[config.mk]
export PLATFORM = sky130hd
export DESIGN_NAME = imm_front
export DESIGN_NICKNAME = d
export VERILOG_FILES = /design/src/rtl/integer_matrix_multiply_defines.svh /design/src/rtl/imm_pkg.sv /design/src/rtl/imm_front.sv
export SDC_FILE = /design/constraint.sdc
export NUM_CORES = 1
export LEC_CHECK = 0
export BUFFER_PORTS_ARGS = -buffer_cell sky130_fd_sc_hd__buf_2
export CORE_MARGIN = 10
export CORE_UTILIZATION = 30
export DETAILED_ROUTE_END_ITERATION = 16
export GPL_TIMING_DRIVEN = 0
export PLACE_DENSITY = 0.73
export SLEW_MARGIN = 20
export SYNTH_ARGS = -nofsm -noshare
export SYNTH_HDL_FRONTEND = slang
export SYNTH_SLANG_ARGS = --single-unit
[constraint.sdc]
create_clock -name vclk -period 2.2
set_clock_uncertainty 0.05 [all_clocks]
set_input_delay 0.22 -clock vclk [all_inputs]
set_output_delay 0.22 -clock vclk [all_outputs]
set_load 0.01 [all_outputs]
[src/rtl/integer_matrix_multiply_defines.svh]
// Assertion macros for the integer matrix multiply block.
// Used by the top level only; no other dependencies.
`ifndef INTEGER_MATRIX_MULTIPLY_DEFINES_SVH
`define INTEGER_MATRIX_MULTIPLY_DEFINES_SVH
// Check that a condition implies a consequence on the same edge.
`define IMM_ASSERT_IMPL(label, clk, rst_n, ante, cons) \
	label: assert property (@(posedge clk) disable iff (!rst_n) (ante) |-> (cons)) \
		else $error("implication failed");
// Check that a condition implies a consequence on the next edge.
`define IMM_ASSERT_NEXT(label, clk, rst_n, ante, cons) \
	label: assert property (@(posedge clk) disable iff (!rst_n) (ante) |=> (cons)) \
		else $error("next-cycle implication failed");
`endif

[src/rtl/imm_pkg.sv]
// Package for the integer matrix multiply block: sizes, codes, queue entry type.
// No dependencies.
`timescale 1ns / 1ps
package imm_pkg;
	localparam int MAX_DIM_DEF = 16;
	localparam int SIZE_W = 5;
	localparam int IDX_W = 4;
	localparam int ELEM_W = 16;
	localparam int SUM_W = 36;
	localparam int PROD_W = 32;
	localparam int CFG_IDX_W = 2;
	localparam int DIM_LIMIT = 16;

	localparam logic [1:0] ACT_LOAD_A = 2'd0;
	localparam logic [1:0] ACT_LOAD_B = 2'd1;
	localparam logic [1:0] ACT_COMPUTE = 2'd2;

	localparam logic [CFG_IDX_W-1:0] CFG_ROWS_A = 2'd0;
	localparam logic [CFG_IDX_W-1:0] CFG_INNER = 2'd1;
	localparam logic [CFG_IDX_W-1:0] CFG_COLS_B = 2'd2;

	// One compute job handed from the front to the back.
	typedef struct packed {
		logic [IDX_W-1:0] row;
		logic             bad;
	} job_t;

	// Saturate a size register to 1..lim.
	function automatic logic [SIZE_W-1:0] eff_size(input logic [SIZE_W-1:0] v,
			input logic [SIZE_W-1:0] lim);
		logic [SIZE_W-1:0] r;
		r = v;
		if (v == '0) r = SIZE_W'(1);
		else if (v > lim) r = lim;
		return r;
	endfunction
endpackage

[src/rtl/imm_front.sv]
// Front end: takes transactions, writes element stores, queues compute jobs.
// Depends on imm_pkg.
`timescale 1ns / 1ps
module imm_front #(
	parameter int MAX_DIM = imm_pkg::MAX_DIM_DEF,
	parameter int AW = $clog2(MAX_DIM * MAX_DIM)
) (
	input  logic                       take,
	input  logic [1:0]                 action,
	input  logic [imm_pkg::IDX_W-1:0]  row_index,
	input  logic [imm_pkg::IDX_W-1:0]  col_index,
	input  logic [imm_pkg::SIZE_W-1:0] m_eff,
	input  logic [imm_pkg::SIZE_W-1:0] p_eff,
	input  logic [imm_pkg::SIZE_W-1:0] n_eff,
	output logic                       wr_a,
	output logic                       wr_b,
	output logic [AW-1:0]              wr_addr,
	output logic                       job_push,
	output imm_pkg::job_t              job
);
	import imm_pkg::*;
	logic row_lt_m, row_lt_p, col_lt_p, col_lt_n;
	logic [AW-1:0] lin;

	assign row_lt_m = {1'b0, row_index} < m_eff;
	assign row_lt_p = {1'b0, row_index} < p_eff;
	assign col_lt_p = {1'b0, col_index} < p_eff;
	assign col_lt_n = {1'b0, col_index} < n_eff;
	assign lin = AW'(row_index) * AW'(MAX_DIM) + AW'(col_index);
	assign wr_addr = lin;

	always_comb begin
		wr_a = 1'b0;
		wr_b = 1'b0;
		job_push = 1'b0;
		if (take) begin
			unique case (action)
				ACT_LOAD_A: wr_a = row_lt_m && col_lt_p;
				ACT_LOAD_B: wr_b = row_lt_p && col_lt_n;
				ACT_COMPUTE: job_push = 1'b1;
				default: ;
			endcase
		end
	end
	assign job.row = row_index;
	assign job.bad = !row_lt_m;
endmodule

[Word-level counts from Yosys, hierarchy flattened]
Cells that the tools add are included.
Storage, ports and cells
  bits in registers: 0
  output and inout bits: 16
  word-level logic and storage cells: 17
Operators by class
  $add $sub $neg: 1
  magnitude comparators: 4
  eq/ne operators: 2
  mux-type cells: 6
  reductions and logical operators: 4
Operators by type and width (number)
  4-bit by 5-bit < comparator with 1-bit output: 4
  8-bit by 4-bit adder with 8-bit output: 1
  1-bit two-way mux: 6
  2-bit by 1-bit equality test with 1-bit output (second input constant): 1
  2-bit equality test (second input constant): 1
  1-bit logical AND: 2
  2-bit logical NOT: 1
  1-bit logical NOT: 1

[Depth between registers and ports, before layout]
  depth in word-level cells: 4
  gate-level depth with buffers: 5

[Worst setup path before layout]
Ideal clock, no wire load.
  path type: input port to output port
  from: in m_eff[3] (netlist bit)
  to: out wr_a
  data arrival time: 1.269 ns
  slack: 0.661 ns
  cell stages on the path: 5
  path buffers: 0
  path through: inv_1 > ha_1 > a21oi_4 > o22ai_2 > a2111oi_2
Between the ends
  word-level cells in the longest chain between the ends: 4
RTL lines
  start: declaration: RTL line imm_front.sv:12  | input logic [imm_pkg::SIZE_W-1:0] m_eff,
  4-bit by 5-bit < comparator with 1-bit output: RTL line imm_front.sv:25  | assign row_lt_m = {1'b0, row_index} < m_eff;
  1-bit logical AND: RTL line imm_front.sv:38  | ACT_LOAD_A: wr_a = row_lt_m && col_lt_p;
  1-bit two-way mux: RTL line imm_front.sv:37  | unique case (action)
  1-bit two-way mux: RTL line imm_front.sv:36  | if (take) begin
  end: declaration: RTL line imm_front.sv:15  | output logic wr_a,
No other way between the ends.

[Worst setup path in the final report]
  from: in row_index[3] (netlist bit)
  to: out wr_a
Between the ends
  word-level cells in the longest chain between the ends: 4
RTL lines
  start: declaration: RTL line imm_front.sv:10  | input logic [imm_pkg::IDX_W-1:0] row_index,
  4-bit by 5-bit < comparator with 1-bit output: RTL line imm_front.sv:25
  1-bit logical AND: RTL line imm_front.sv:38
  1-bit two-way mux: RTL line imm_front.sv:37
  1-bit two-way mux: RTL line imm_front.sv:36
No other way between the ends.

==> metrics.md <==
| Metric | Value |
|---|---|
| Post-CTS sizing | 0 |
| Worst-Margin Slew | 236 ps |
| N_diodes | 0 |
| Setup TNS Final | 0 ps |
| DRC viols | 0 |
| Placer congestion estimate | 0.669 |
| First drt pass iteration count | 2 |
| XOR/XNOR share of the synthesized area | 0 |
| Syn Nets | 96 |
| Cell count after synthesis | 58 |
| CORE AREA | 0.00149 mm^2 |
| CLK BUF | 0 |
| Number of placed I/O pins | 42 |
| Num sequential | 0 |
| CP dominant cell by count | buf_2 |
| Global-route wire length before repair | 2130 um |
| Final worst-path cycle share | 0.773 |
| FMAX | 0.588 GHz |
| Crit-path max cell delay | 340 ps |
| Crit-path max FO | 4 |
| Starting Density | 0.315 |
| Synth Area in Compound Gates | 0.243 |
| Die X-Extent | 59.5 um |
| Mux cell area share after synthesis | 0 |
| CP Depth | 6 |
| Post-CTS setup buffers | 0 |
| Final HPWL DP | 1320 um |
| CP endpoint kind | primary output |
| Synth-to-layout area growth | 49.1% |
| Power after layout | 0.126 mW |
| Initial DRC Count | 1 |
| # hold bufs at CTS | 0 |
| Fin cells | 116 |
| Crit Path Category | primary input to primary output |
| Antenna Violating Nets Remaining | 0 |
| Pleak | 0.434 nW |
| Final Hold Fails | 0 |
| Routed WL per cell | 11.9 um |
| Tot GR Track Use | 0.0697 |
| Post-route minimum period | 1700 ps |
| Req. time, crit path | 1930 ps |
| Synthesized-area fraction occupied by adder cells | 0.320 |
| Seq/Total Area, Yosys | 0 |
| Relative max-transition margin | 0.842 |
| FP Rows | 14 |
| Maximum VDD drop | 0.0587 mV |
| Fin nets | 140 |
| Initial antenna violation count | 0 |
| WHS | 695 ps |
| Setup-failing EPs final | 0 |
| Layout fillers | 155 |
| Unique masters post-synth | 21 |
| Reg area | 0 um^2 |
| RSZ-0062 raised after global routing | false |
| Max Slew Vio Count | 0 |
| Largest family of logic cells by synthesized area | adder cells |
| Status | finished clean |
| Slowest cell on the critical path | ha_1 |
| Worst Path Arrival | 1430 ps |
| Mean Syn Cell Area | 8.09 um^2 |
| Die Area | 0.00355 mm^2 |
| Post-synthesis instance area | 469 um^2 |
| Die height | 59.5 um |
| Yosys warns | 0 |
| Vias in the first global route | 491 |
| Total gr overflow | 0 |
| Placed cell count | 116 |
| Critical-path cell list | buf_2 > ha_1 > a21oi_4 > o22ai_2 > a2111oi_2 > buf_2 |
| Number of port buffers | 42 |
| DRT Wirelength | 1380 um |
| Multi-input combinational cell area | 334 um^2 |
| Critical Path Source Type | primary input |
| Max-Cap Viols | 0 |
| Worst Hold Depth | 3 |
| DR vias | 515 |
| Crit path max-delay family | compound AO/OA/AOI/OAI gates |
| Via density | 4.44 |
| Largest net degree at the start of global routing | 5 |
| CP Buf/Inv Count | 2 |
| Simple logic cell fraction of the synthesized area | 0.149 |
| PD cells | 180 mW/mm^2 |
| Share of cells above drive strength 1 | 0.610 |
| Worst hold path class | primary input to primary output |
==> stage by stage <==
step	worst slack [ps]	util	area (um^2)
floorplan	661	-	469
global placement	487	0.470	699
detailed placement	471	0.470	699
CTS	474	0.470	699
global route	391	0.470	699
finish	500	0.470	699
==> cells in the final DEF (no fill, tap or decap) <==
cell type  Yosys  layout
o22ai_2        1       1
nand2b_1       1       1
a21oi_4        1       1
nand2b_2       1       1
nor2_1         2       2
o22ai_1        1       1
a211oi_1       2       2
a21oi_2        1       1
buf_4         12      12
a21oi_1        1       1
a2111oi_2      1       1
ha_1          12      12
buf_2          0      42
inv_1         12      12
and3b_1        1       1
a22oi_1        1       1
o211ai_1       3       3
nand4b_1       1       1
nand2b_4       1       1
o21ai_0        1       1
nand3b_1       1       1
or3b_2         1       1
==> cell families (layout without fill, tap and decap cells) <==
kind of cell    after synthesis  after routing
buf+inv                      24             66
fa+ha+maj                    12             12
simple gates                  9              9
compound gates               13             13
==> final cells by class <==
cell class	instances	share of cell area
buffer	12	0.129
inverter	12	0.0644
multi-input combinational	34	0.478
tap	16	0.0286
timing repair buffer	42	0.301
==> power by group <==
part / switching (mW) / internal [mW] / total, mW
sequential: 0 / 0 / 0
combinational: 0.0576 / 0.0680 / 0.126
clock: 0 / 0 / 0
total: 0.0576 / 0.0680 / 0.126
==> final timing paths <==
kind / end / slack [ps] / start
setup / recovery: wr_a / 500 / row_index[3]
hold / removal: job[0] / 690 / m_eff[4]
==> routing by layer <==
layer,vias to the layer above,global-route usage,part of all wire
met2,29,0.111,0.42
met4,0,0,0
met5,-,0,0
met1,210,0.0833,0.39
li1,276,-,-
met3,0,0.0408,0.19
==> cell usage after synthesis (2+ instances only) <==
master	instances	share of area
nor2_1	2	0.016
buf_4	12	0.19
a211oi_1	2	0.032
o211ai_1	3	0.048
inv_1	12	0.096
ha_1	12	0.32
No activity file was read; power rests on OpenSTA's default activity.
