--- src/rtl/integer_matrix_multiply_defines.svh ---
// Assertion macros for the integer matrix multiply block.
// Used by the top level only; no other dependencies.
`ifndef INTEGER_MATRIX_MULTIPLY_DEFINES_SVH
`define INTEGER_MATRIX_MULTIPLY_DEFINES_SVH
// Check that a condition implies a consequence on the same edge.
`define IMM_ASSERT_IMPL(label, clk, rst_n, ante, cons) \
	label: assert property (@(posedge clk) disable iff (!rst_n) (ante) |-> (cons)) \
		else $error("implication failed");
// Check that a condition implies a consequence on the next edge.
`define IMM_ASSERT_NEXT(label, clk, rst_n, ante, cons) \
	label: assert property (@(posedge clk) disable iff (!rst_n) (ante) |=> (cons)) \
		else $error("next-cycle implication failed");
`endif

--- src/rtl/imm_pkg.sv ---
// Package for the integer matrix multiply block: sizes, codes, queue entry type.
// No dependencies.
`timescale 1ns / 1ps
package imm_pkg;
	localparam int MAX_DIM_DEF = 16;
	localparam int SIZE_W = 5;
	localparam int IDX_W = 4;
	localparam int ELEM_W = 16;
	localparam int SUM_W = 36;
	localparam int PROD_W = 32;
	localparam int CFG_IDX_W = 2;
	localparam int DIM_LIMIT = 16;

	localparam logic [1:0] ACT_LOAD_A = 2'd0;
	localparam logic [1:0] ACT_LOAD_B = 2'd1;
	localparam logic [1:0] ACT_COMPUTE = 2'd2;

	localparam logic [CFG_IDX_W-1:0] CFG_ROWS_A = 2'd0;
	localparam logic [CFG_IDX_W-1:0] CFG_INNER = 2'd1;
	localparam logic [CFG_IDX_W-1:0] CFG_COLS_B = 2'd2;

	// One compute job handed from the front to the back.
	typedef struct packed {
		logic [IDX_W-1:0] row;
		logic             bad;
	} job_t;

	// Saturate a size register to 1..lim.
	function automatic logic [SIZE_W-1:0] eff_size(input logic [SIZE_W-1:0] v,
			input logic [SIZE_W-1:0] lim);
		logic [SIZE_W-1:0] r;
		r = v;
		if (v == '0) r = SIZE_W'(1);
		else if (v > lim) r = lim;
		return r;
	endfunction
endpackage

--- src/rtl/imm_queue.sv ---
// Two-entry job queue between front and back.
// Depends on imm_pkg.
`timescale 1ns / 1ps
module imm_queue (
	input  logic          clk,
	input  logic          arst_n,
	input  logic          push,
	input  imm_pkg::job_t din,
	input  logic          pop,
	output logic          valid,
	output logic          full,
	output imm_pkg::job_t dout
);
	import imm_pkg::*;
	job_t mem_q [2];
	logic rp_q, wp_q;
	logic [1:0] cnt_q;
	assign valid = cnt_q != 2'd0;
	assign full = cnt_q == 2'd2;
	assign dout = mem_q[rp_q];
	always_ff @(posedge clk) begin
		if (push) mem_q[wp_q] <= din;
	end
	always_ff @(posedge clk or negedge arst_n) begin
		if (!arst_n) begin
			rp_q <= 1'b0; wp_q <= 1'b0; cnt_q <= 2'd0;
		end else begin
			if (push) wp_q <= !wp_q;
			if (pop) rp_q <= !rp_q;
			cnt_q <= cnt_q + 2'(push) - 2'(pop);
		end
	end
endmodule

--- config.mk ---
export PLATFORM = sky130hd
export DESIGN_NAME = imm_queue
export DESIGN_NICKNAME = d
export VERILOG_FILES = /design/src/rtl/integer_matrix_multiply_defines.svh /design/src/rtl/imm_pkg.sv /design/src/rtl/imm_queue.sv
export SDC_FILE = /design/constraint.sdc
export NUM_CORES = 1
export LEC_CHECK = 0
export ABC_AREA = 1
export BUFFER_PORTS_ARGS = -buffer_cell sky130_fd_sc_hd__buf_2
export CORE_MARGIN = 8
export CORE_UTILIZATION = 45
export DETAILED_ROUTE_END_ITERATION = 8
export PLACE_DENSITY = 0.72
export RECOVER_POWER = 100
export SYNTH_ARGS = -nofsm -noshare
export SYNTH_HDL_FRONTEND = slang
export SYNTH_SLANG_ARGS = --single-unit
--- constraint.sdc ---
create_clock -name clk -period 3.6 [get_ports clk]
set_clock_uncertainty 0.15 [all_clocks]
set_input_delay 0.18 -clock clk [delete_from_list [all_inputs] [get_ports clk]]
set_output_delay 0.18 -clock clk [all_outputs]
set_load 0.02 [all_outputs]
### Word level (Yosys, flattened, before mapping)

Memories as Yosys holds them, arrays and structs flattened.
Index checks and enable logic that the tools add are counted.
W data, S select, Z words.

* input bits: 9
* output and inout port bits: 7
* register bits after elaboration: 4
* word-level logic and storage cells: 12
* memories: 1
* memory bits (writable): 10

* equality and inequality tests: 1
* add/subtract/negate cells: 2
* muxes and demuxes: 2
* reductions and logical operators: 3

Memory list
* mem_q: depth 2, width 5, read ports 1, clocked after Yosys merged registers in 0, wr ports 1, line imm_queue.sv:15 `job_t mem_q [2];`

Operators with widths (count)
* $add A2 B1 Y2: 1
* $eq A2 B2 Y1 const B: 1
* $logic_not A1 Y1: 2
* $mux W1: 2
* $reduce_bool A2 Y1: 1
* $sub A2 B1 Y2: 1

### Logic depth before layout (Yosys ltp)

Gate-level depths: netlist of the first run.

* depth after elaboration: 2
* gate-level depth with buffers: 7
* gate-level depth less buffers: 7

### Worst setup path after synthesis of the first run

Ideal clock, no wire load.

* kind: flip-flop to flip-flop
* from: register cnt_q[0]
* to: register cnt_q[1]
* stages on the path, launching flop included: 7
* library setup time: 0.116 ns
* arrival time: 0.947 ns
* setup slack: 2.387 ns
* path buffers: 0
* clock period less this slack: 1.213 ns
* data required time: 3.334 ns
* cell sequence: dfrtp_1 inv_1 ha_1 inv_1 ha_1 nand3_1 nand2_1

* cells in the longest elaborated chain, start to end: 2

RTL lines
* start: declaration: line imm_queue.sv:17 `logic [1:0] cnt_q;`
* start signal: assignment: line imm_queue.sv:30 `cnt_q <= cnt_q + 2'(push) - 2'(pop);`
* $add A2 B1 Y2: line imm_queue.sv:30
* $sub A2 B1 Y2: line imm_queue.sv:30

Every way passes these cells.
A chain may end at the register's enable or synchronous reset.

==> results of run 1 <==
## how the worst max path moves through the flow
stage	end	start
floorplan	cnt_q[1]	cnt_q[0]
global placement	mem_q[0][4]	wp_q
detailed placement	cnt_q[1]	cnt_q[0]
CTS	dout[3]	rp_q
global route	dout[2]	rp_q
finish	dout[0]	rp_q
## area by class of cell
class | instances | area, sq um
fillers | 107 | 493
multi-input cells | 24 | 129
inverters | 12 | 45.0
flip-flops and latches | 14 | 400
well taps | 15 | 18.8
clock buffers | 4 | 26.3
repair buffers | 23 | 140
## cells by family (layout without fill, tap and decap cells)
group | after synthesis | in the layout | synth area share
simple gates | 15 | 15 | 0.0983
flops | 14 | 14 | 0.684
buf+inv | 13 | 39 | 0.0961
compound gates | 5 | 5 | 0.0491
fa+ha+maj | 2 | 2 | 0.0427
xor+xnor | 2 | 2 | 0.0299
## state kept, by name, summed over array words and instances (netlist names)
name and count:
wp_q 1, mem_q 10, cnt_q 2, rp_q 1
## stage by stage
stage | cell area (sq um) | setup slack [ns] | hold WS, ns | instances
floorplan | 586 | 2.39 | -0.266 | 51
global placement | 668 | 2.33 | -0.160 | 80
detailed placement | 668 | 2.33 | -0.160 | 80
CTS | 774 | 2.08 | 0.0897 | 92
global route | 759 | 1.92 | 0.138 | 92
finish | 759 | 2.03 | 0.118 | 92
## layer usage
layer | GRT usage | share of wire
met1 | 0.0816 | 0.40
met2 | 0.118 | 0.53
met3 | 0.0199 | 0.063
met4 | 0.0531 | 0.0099
met5 | 0 | 0
## synthesized netlist by cell type
cell type and n:
sky130_fd_sc_hd__inv_1 12, sky130_fd_sc_hd__xor2_1 2, sky130_fd_sc_hd__nand2_1 12, sky130_fd_sc_hd__ha_1 2
sky130_fd_sc_hd__o21ai_1 4, sky130_fd_sc_hd__dfrtp_1 4, sky130_fd_sc_hd__nor2_1 2, sky130_fd_sc_hd__edfxtp_1 10
sky130_fd_sc_hd__buf_6 1, sky130_fd_sc_hd__o21ai_2 1, sky130_fd_sc_hd__nand3_1 1
## power groups by stage
| stage | combinational [W] | sequential (W) | clock [W] |
|---|---|---|---|
| finish | 0.000193 | 0.000255 | 0.0000845 |
| global route | 0.000218 | 0.000261 | 0.0000961 |
| CTS | 0.000204 | 0.000256 | 0.0000884 |
| detailed placement | 0.000197 | 0.000259 | 0 |
| global placement | 0.000193 | 0.000257 | 0 |
| floorplan | 0.000161 | 0.000242 | 0 |
## placed cells by master, fill, tap and decap left out, drive strengths merged
| master | instances |
|---|---|
| o21ai | 5 |
| nand2 | 12 |
| ha | 2 |
| edfxtp | 10 |
| nand3 | 1 |
| xor2 | 2 |
| inv | 12 |
| dfrtp | 4 |
| clkbuf | 16 |
| dlygate4sd3 | 8 |
| buf | 3 |
| nor2 | 2 |
## critical path, stage by stage, from the launching register on
cell,delay (ns)
sky130_fd_sc_hd__dfrtp_1,0.56
sky130_fd_sc_hd__nand2_1,0.08
sky130_fd_sc_hd__o21ai_1,0.08
sky130_fd_sc_hd__clkbuf_1,0.25
==> metrics.yaml, run 1 <==
outcome: "finished clean"
timing.rr.end: "cnt_q[1]"
dr.pass1.iters: 4
die_h_um: 52.1
synth.lib_cells_used.distinct: 11
boundaryPins: 16
rsz_0062_raised_after_global_routing: "false"
cts-hold-fix-buffers: 8
drcViolationCount: 0
timing.critical_path.required_ns: 3.27
hpwl_um: 662
nets: 89
max_slew_margin: 0.730
ys_seq_area_frac: 0.684
detail_route.vias_per_cell: 4.41
yosys_warnings: 0
total_power_w: 0.000532
mappedNetlistArea_sq_um: 586
finalCritPeriodShare: 0.437
clock_latency_of_the_later_clocked_register_in_the_worst_skew_pair_ns: 0.26
start_util: 0.468
die_w_um: 52.1
finalWirelength_um: 905
grt-ovfl-total: 0
critical_path.startpoint_type: "flip-flop"
setup_bufs_post_cts: 0
critical_path_data_arrival_time_ns: 1.24
average_footprint_of_a_synthesized_cell_sq_um: 11.5
ant_nets: 0
clock_tree.root_cell: "sky130_fd_sc_hd__clkbuf_4"
worst-setup-path-type: "flip-flop to primary output"
wl_per_cell_um: 9.84
worst_hold_path_type: "primary input to async pin"
routed-via-count: 406
timing.final.max_slew_violations: 0
cts_num_sinks: 14
global_route.usage.total: 0.0736
area_growth_syn_to_layout_pct: 29.7
yosys_register_bits: 14
power.combinational.fraction: 0.362
sequentialPowerShare: 0.479
r2r_setup_slack_ns: 2.32
row_count: 13
timing.final.crit_period_ns: 1.57
max_slew.worst_pin.slew_ns: 0.404
power_switching_share: 0.385
cts_repair_resize_count: 0
synth_top_area_frac: 0.513
final_hold_viol_count: 0
cts_inserted_buffers: 3
tns_ns: 0
power_leakage_nw: 0.345
cap_violations: 0
clk_transition_reported_paths_ns: 0.07
antenna_cells_inserted: 0
peakVddDrop_mv: 0.478
synth_cells: 51
syn-num-nets: 62
final-setup-viol-count: 0
clock_tree.buffer_depth: 2
total_net_switching_power_w: 0.000205
power.clock.fraction: 0.159
final_layout_size_suffix_gt1_frac: 0.0909
core_sq_um: 1250
netlist.top_cell.by_area: "sky130_fd_sc_hd__edfxtp_1"
crit_path_end_kind: "primary output"
grt_pass1_vias: 375
initial_antenna_violation_count: 0
ys_top_cells_by_area: "sky130_fd_sc_hd__edfxtp_1 51%, sky130_fd_sc_hd__dfrtp_1 17%, sky130_fd_sc_hd__inv_1 7.7%"
worst_path_max_fanout: 11
intPower_w: 0.000327
grt_first_pass_wirelength_um: 1490
clock_tree.htree_level_count: 1
largest_net_degree_at_the_start_of_global_routing: 12
place_congestion: 0.711
achievable-frequency_ghz: 0.636
worstReg2RegStart: "cnt_q[0]"
cts_tree: "yes"
first_drt_iteration_drcs: 8
power.density_nw_per_um2: 701
number_of_cell_instances_on_the_worst_register_to_register_path: 7
io_buffers: 15
die_area_sq_um: 2710
final_util: 0.606
(Power assumes the default switching activity.)
==> run 2: changes to the inputs <==
--- a/config.mk
+++ b/config.mk
@@ -8,7 +8,7 @@
 export ABC_AREA = 1
 export BUFFER_PORTS_ARGS = -buffer_cell sky130_fd_sc_hd__buf_2
 export CORE_MARGIN = 8
-export CORE_UTILIZATION = 45
+export CORE_UTILIZATION = 43
 export DETAILED_ROUTE_END_ITERATION = 8
 export PLACE_DENSITY = 0.72
 export RECOVER_POWER = 100
==> constraint.sdc (replaced) <==
create_clock -name clk -period 1.4 [get_ports clk]
set_clock_uncertainty 0.15 [all_clocks]
set_input_delay 0.07 -clock clk [delete_from_list [all_inputs] [get_ports clk]]
set_output_delay 0.07 -clock clk [all_outputs]
set_load 0.02 [all_outputs]
==> run 2 against run 1 <==
  * Sequential share of layout area decreased by 1.4 points
  * First-iteration DRC count is 63% lower
  * Combinational power increased to 2.7 times the previous value
  * Clock power grew to 2.6 times the previous value
  * Register-to-register slack lost 2.2 ns
  * Non-clock buffer count increased by 2
  * Critical path type is now primary input to flip-flop
  * Hold slack gained 0.24 ns
  * Power grew to 2.6 times the previous value
  * Die area up 3.2%
==> metrics.yaml, run 2 (synthesis gave the netlist of run 1 again) <==
outcome: "finished clean"
place_congestion: 0.708  # -0.38%
worstReg2RegStart: "cnt_q[0]"
number_of_cell_instances_on_the_worst_register_to_register_path: 7  # unchanged
final_layout_size_suffix_gt1_frac: 0.177  # +0.0863
cts_tree: "yes"
total_net_switching_power_w: 0.000534  # +160%
cts_inserted_buffers: 3  # unchanged
critical_path_data_arrival_time_ns: 1.36  # +0.12 ns
reg.largest.list: "mem_q (10), cnt_q (2)"
crit_path_end_kind: "flip-flop"
clock_latency_of_the_later_clocked_register_in_the_worst_skew_pair_ns: 0.27  # about the same
timing.critical_path.buf_inv: 4  # +3
drcViolationCount: 0  # unchanged
ant_nets: 0  # unchanged
max_slew_margin: 0.828  # +0.0983
clock_tree.root_cell: "sky130_fd_sc_hd__clkbuf_4"
global_route.usage.total: 0.0738  # +0.000286
final_cell_count_no_fill: 94  # +2.2%
nets: 91  # +2.2%
hold-path-endpoint: "wp_q"
clock_tree.buffer_depth: 2  # unchanged
pre_cts_slack_ns: 0.156  # -2.17 ns
timing.final.max_slew_violations: 0  # unchanged
initial_antenna_violation_count: 0  # unchanged
die_area_sq_um: 2800  # +3.2%
dpl.cell_count: 81  # +1.3%
worst_path_largest_cell_delay_ns: 0.53  # -0.03 ns
start_util: 0.456  # -0.0118
worst_path_max_delay_cell: "sky130_fd_sc_hd__dlygate4sd3_1"
cts_num_sinks: 14  # unchanged
timing.final.crit_period_ns: 1.34
io_buffers: 15  # unchanged
wl_per_cell_um: 10.1  # +3.2%
whs_path_depth: 1
grt_first_pass_wirelength_um: 1510  # +1.4%
power.clock.fraction: 0.157  # -0.002
total_power_w: 0.00140  # +160%
largest_register_ffs: 10  # unchanged
timing.critical_path.required_ns: 1.42  # -1.85 ns
routed-via-count: 415  # +2.2%
grt_pass1_vias: 386  # +2.9%
critical_path.startpoint_type: "primary input"
dr.pass1.iters: 2  # -2
layout.cells.most_common_list: "12 x sky130_fd_sc_hd__inv_1, 12 x sky130_fd_sc_hd__nand2_1, 10 x sky130_fd_sc_hd__edfxtp_1, 9 x sky130_fd_sc_hd__dlygate4sd3_1"
row_count: 13  # unchanged
r2r_setup_slack_ns: 0.12  # -2.20 ns
intPower_w: 0.000864  # +160%
core_sq_um: 1280  # +2.6%
first_drt_iteration_drcs: 3  # -5
peakVddDrop_mv: 0.892  # +87%
worst_path_max_fanout: 2  # -9
most_flop_heavy_register: "mem_q"
detail_route.vias_per_cell: 4.41  # about the same
final-setup-viol-count: 0  # unchanged
grt-ovfl-total: 0  # unchanged
power.density_nw_per_um2: 1790  # +160%
holdCritStartpoint: "wp_q"
finalCritPeriodShare: 0.960
gate_family_responsible_for_the_most_delay_along_the_worst_path: "buffers and inverters"
power_leakage_nw: 0.368  # +6.8%
max_slew.worst_pin.slew_ns: 0.259  # -0.145 ns
die_w_um: 52.9  # +1.6%
die_h_um: 52.9  # +1.6%
setup_ws_ns: 0.0567  # -1.97 ns
sequentialPowerShare: 0.472  # -0.007
worst-setup-path-type: "primary input to flip-flop"
achievable-frequency_ghz: 0.744
final_hold_viol_count: 0  # unchanged
power_switching_share: 0.382  # -0.00281
clock_tree.htree_level_count: 1  # unchanged
antenna_cells_inserted: 0  # unchanged
area_growth_syn_to_layout_pct: 33.5
largest_net_degree_at_the_start_of_global_routing: 12  # unchanged
clk_transition_reported_paths_ns: 0.08  # about the same
worst_hold_path_type: "flip-flop to flip-flop"
tns_ns: 0  # unchanged
power.combinational.fraction: 0.371  # +0.009
finalWirelength_um: 954  # +5.4%
crit_path_cell_trace: "dlygate4sd3_1 -> clkbuf_1 -> ha_1 -> inv_1 -> ha_1 -> inv_1 -> nand2_1 -> nand2_1"
cap_violations: 0  # unchanged
boundaryPins: 16  # unchanged
rsz_0062_raised_after_global_routing: "false"
timing.rr.end: "cnt_q[1]"
[run 2: worst max path at each step]
stage             start          end  slack (ns)  depth (start not counted)
3_3_place_gp   cnt_q[0]     cnt_q[1]        0.17                          6
2_1_floorplan  cnt_q[0]     cnt_q[1]        0.19                          6
3_5_place_dp   cnt_q[0]     cnt_q[1]        0.16                          7
4_1_cts             pop     cnt_q[1]        0.07                          8
5_1_grt            push  mem_q[0][2]        0.01                          5
6_report            pop     cnt_q[1]        0.06                          8
[run 2: power by group through the flow]
stage	Combinational (W)	Sequential (W)	Clock, W
2_1_floorplan	0.000415	0.000621	0
3_3_place_gp	0.000507	0.000660	0
3_5_place_dp	0.000519	0.000667	0
4_1_cts	0.000540	0.000661	0.000231
5_1_grt	0.000584	0.000676	0.000248
6_report	0.000518	0.000660	0.000219
[run 2: what timing repair did]
action / in CTS / in global routing
gates resized for setup: 1 / 0
hold buffers: 9 / 0
endpoints found under the setup margin: 4 / 0
buffers inserted: 0 / 0
hold endpoints to repair: 17 / 0
[run 2: cell type report]
type,instances,area (sq um)
well taps,15,18.8
clock inverters,1,3.75
multi-input cells,24,129
clock buffers,3,22.5
fillers,119,503
repair buffers,25,161
inverters,12,45.0
flip-flops and latches,14,402
[run 2: per-stage QoR]
stage           util  instance area, sq um  hold WS, ns
2_1_floorplan      -                   586       -0.376
3_3_place_gp   0.526                   676       -0.269
3_5_place_dp   0.526                   676       -0.270
4_1_cts        0.617                   793        0.360
5_1_grt        0.609                   782        0.387
6_report       0.609                   782        0.356
[run 2: metal layers]
metal	vias to the layer above	routed length (um)	track usage
li1	215	-	-
met1	191	370	0.0786
met2	7	518	0.117
met3	2	38	0.0112
met4	0	27	0.0776
met5	-	0	0
==> run 3: changes to the inputs <==
--- a/config.mk
+++ b/config.mk
@@ -8,7 +8,7 @@
 export ABC_AREA = 1
 export BUFFER_PORTS_ARGS = -buffer_cell sky130_fd_sc_hd__buf_2
 export CORE_MARGIN = 8
-export CORE_UTILIZATION = 43
+export CORE_UTILIZATION = 45
 export DETAILED_ROUTE_END_ITERATION = 8
 export PLACE_DENSITY = 0.72
 export RECOVER_POWER = 100
==> constraint.sdc (replaced) <==
create_clock -name clk -period 1.7 [get_ports clk]
set_clock_uncertainty 0.15 [all_clocks]
set_input_delay 0.085 -clock clk [delete_from_list [all_inputs] [get_ports clk]]
set_output_delay 0.085 -clock clk [all_outputs]
set_load 0.01 [all_outputs]
==> run 3 against run 2 <==
  * Die area fell by 3.1%
  * Clock power is 17% lower
  * Highest routed layer unchanged
  * Critical endpoint is now mem_q[0][2]
  * Hold slack got worse by 0.0040 ns
  * Non-clock buffer count decreased by 1
  * Global-route usage up 0.093 points
  * First-iteration DRC count is 33% higher
  * Register-to-register slack improved by 0.31 ns
  * Core utilization up 0.58 points
  * Sequential share of layout area is 0.67 points higher
  * Wire length decreased by 6.1%
==> metrics.yaml, run 3 (synthesis gave the netlist of run 1 again) <==
outcome: "finished clean"
worstReg2RegStart: "cnt_q[0]"
io_buffers: 15  # unchanged
layout_commonest_cell: "sky130_fd_sc_hd__clkbuf_1"
r2r_setup_slack_ns: 0.43  # +0.31 ns
boundaryPins: 16  # unchanged
timing.critical_path.required_ns: 1.47  # +0.05 ns
clk_transition_reported_paths_ns: 0.07  # about the same
number_of_cell_instances_on_the_worst_register_to_register_path: 7  # unchanged
crit_path_end_kind: "flip-flop"
cts_repair_resize_count: 0  # -1
first_drt_iteration_drcs: 4  # +1
final_util: 0.614  # +0.00582
grt-ovfl-total: 0  # unchanged
start_util: 0.468  # +0.0118
initial_antenna_violation_count: 0  # unchanged
routed-via-count: 396  # -4.6%
fillCellCount: 107  # -10%
max_slew.worst_pin.slew_ns: 0.401  # +0.142 ns
power.density_nw_per_um2: 1380  # -23%
placed_cell_area_sq_um: 668  # -1.1%
final_cell_count_no_fill: 93  # -1.1%
max_slew_margin: 0.732  # -0.0962
clock_tree.root_cell: "sky130_fd_sc_hd__clkbuf_4"
timing.rr.end: "cnt_q[1]"
worst-setup-path-type: "primary input to flip-flop"
core_sq_um: 1250  # -2.5%
hpwl_um: 670
cts_inserted_buffers: 3  # unchanged
drcViolationCount: 0  # unchanged
reg.largest.list: "mem_q (10), cnt_q (2)"
peakVddDrop_mv: 0.895  # +0.27%
grt_pass1_vias: 380  # -1.6%
tns_ns: 0  # unchanged
worst_setup_path_endpoint: "mem_q[0][2]"
nets: 90  # -1.1%
worst_path_max_fanout: 5  # +3
worst_hold_path_type: "flip-flop to flip-flop"
whs_path_depth: 1  # unchanged
global_route.usage.total: 0.0748  # +0.000925
finalWirelength_um: 896  # -6.1%
most_flop_heavy_register: "mem_q"
rsz_0062_raised_after_global_routing: "false"
crit_path_start: "push"
clock_tree.buffer_depth: 2  # unchanged
final_layout_size_suffix_gt1_frac: 0.0897  # -0.0875
cts_tree: "yes"
layout.cells.most_common_list: "13 x sky130_fd_sc_hd__clkbuf_1, 12 x sky130_fd_sc_hd__inv_1, 12 x sky130_fd_sc_hd__nand2_1, 10 x sky130_fd_sc_hd__edfxtp_1, 9 x sky130_fd_sc_hd__dlygate4sd3_1"
finalCritPeriodShare: 0.829
dpl.cell_count: 80  # -1.2%
detail_route.vias_per_cell: 4.26  # -3.6%
clock_tree.htree_level_count: 1  # unchanged
setup_bufs_post_cts: 0  # unchanged
die_area_sq_um: 2710  # -3.1%
largest_register_ffs: 10  # unchanged
ant_nets: 0  # unchanged
achievable-frequency_ghz: 0.709
clock_latency_of_the_later_clocked_register_in_the_worst_skew_pair_ns: 0.26  # about the same
power_leakage_nw: 0.349  # -5.2%
die_w_um: 52.1  # -1.6%
cts_num_sinks: 14  # unchanged
antenna_cells_inserted: 0  # unchanged
grt_first_pass_wirelength_um: 1500  # -0.93%
final-setup-viol-count: 0  # unchanged
critical_path_data_arrival_time_ns: 1.18  # -0.18 ns
area_growth_syn_to_layout_pct: 31.4
die_h_um: 52.1  # -1.6%
largest_net_degree_at_the_start_of_global_routing: 12  # unchanged
holdCritStartpoint: "wp_q"
final_hold_viol_count: 0  # unchanged
wl_per_cell_um: 9.63  # -5.1%
row_count: 13  # unchanged
cell_area_after_layout_sq_um: 769  # -1.6%
cap_violations: 0  # unchanged
timing.final.max_slew_violations: 0  # unchanged
place_congestion: 0.711  # +0.37%
timing.final.crit_period_ns: 1.41
critical_path.startpoint_type: "primary input"
dr.pass1.iters: 2  # unchanged
==> run 3: cell types whose count changed in the layout (fill, tap and decap cells not counted), sizes merged <==
| cell | change |
|---|---|
| buf | +1 |
| clkinv | -1 |
| clkbuf | -1 |
==> run 3: per-layer routing <==
| metal | global-route usage | up-vias | routed length (um) |
|---|---|---|---|
| li1 | - | 213 | - |
| met1 | 0.0835 | 175 | 361 |
| met2 | 0.120 | 6 | 474 |
| met3 | 0.0199 | 2 | 51 |
| met4 | 0.0531 | 0 | 9 |
| met5 | 0 | - | 0 |
==> run 3: final cells by class <==
| cell class | count | area [sq um] | share of cell area |
|---|---|---|---|
| Clock buffer | 4 | 26.3 | 0.0341 |
| Inverter | 12 | 45.0 | 0.0585 |
| Multi-Input combinational cell | 24 | 129 | 0.167 |
| Sequential cell | 14 | 400 | 0.520 |
| Tap cell | 15 | 18.8 | 0.0244 |
| Timing Repair Buffer | 24 | 150 | 0.195 |
==> run 3: worst min-delay path by stage <==
stage	to	slack, ns
2_1_floorplan	cnt_q[0]	-0.36
3_3_place_gp	cnt_q[0]	-0.25
3_5_place_dp	wp_q	-0.26
4_1_cts	wp_q	0.35
5_1_grt	wp_q	0.38
6_report	wp_q	0.35
==> run 3: through the flow <==
step                      hold slack, ns  setup WS (ns)  total power, W
after floorplan                   -0.361          0.487        0.000788
after detailed placement          -0.255          0.436        0.000903
after global placement            -0.255          0.430        0.000886
final                              0.352          0.290         0.00106
after global routing               0.384          0.157         0.00115
after CTS                          0.346          0.319         0.00110
==> run 3: worst max-delay path, cell delays in order <==
cell	delay, ns
sky130_fd_sc_hd__dlygate4sd3_1	0.52
sky130_fd_sc_hd__clkbuf_1	0.19
sky130_fd_sc_hd__inv_1	0.06
sky130_fd_sc_hd__nor2_1	0.32
==> run 3: report_power, final <==
group	switching (W)	internal [W]	leakage [nW]
Sequential	0.0000691	0.000469	0.141
Clock	0.0000901	0.0000906	0.0150
Combinational	0.000207	0.000135	0.193
==> run 3: timing repair <==
action | CTS | global route
endpoints found under the hold margin | 17 | 0
hold buffers | 9 | 0
endpoints found under the setup margin | 0 | 0
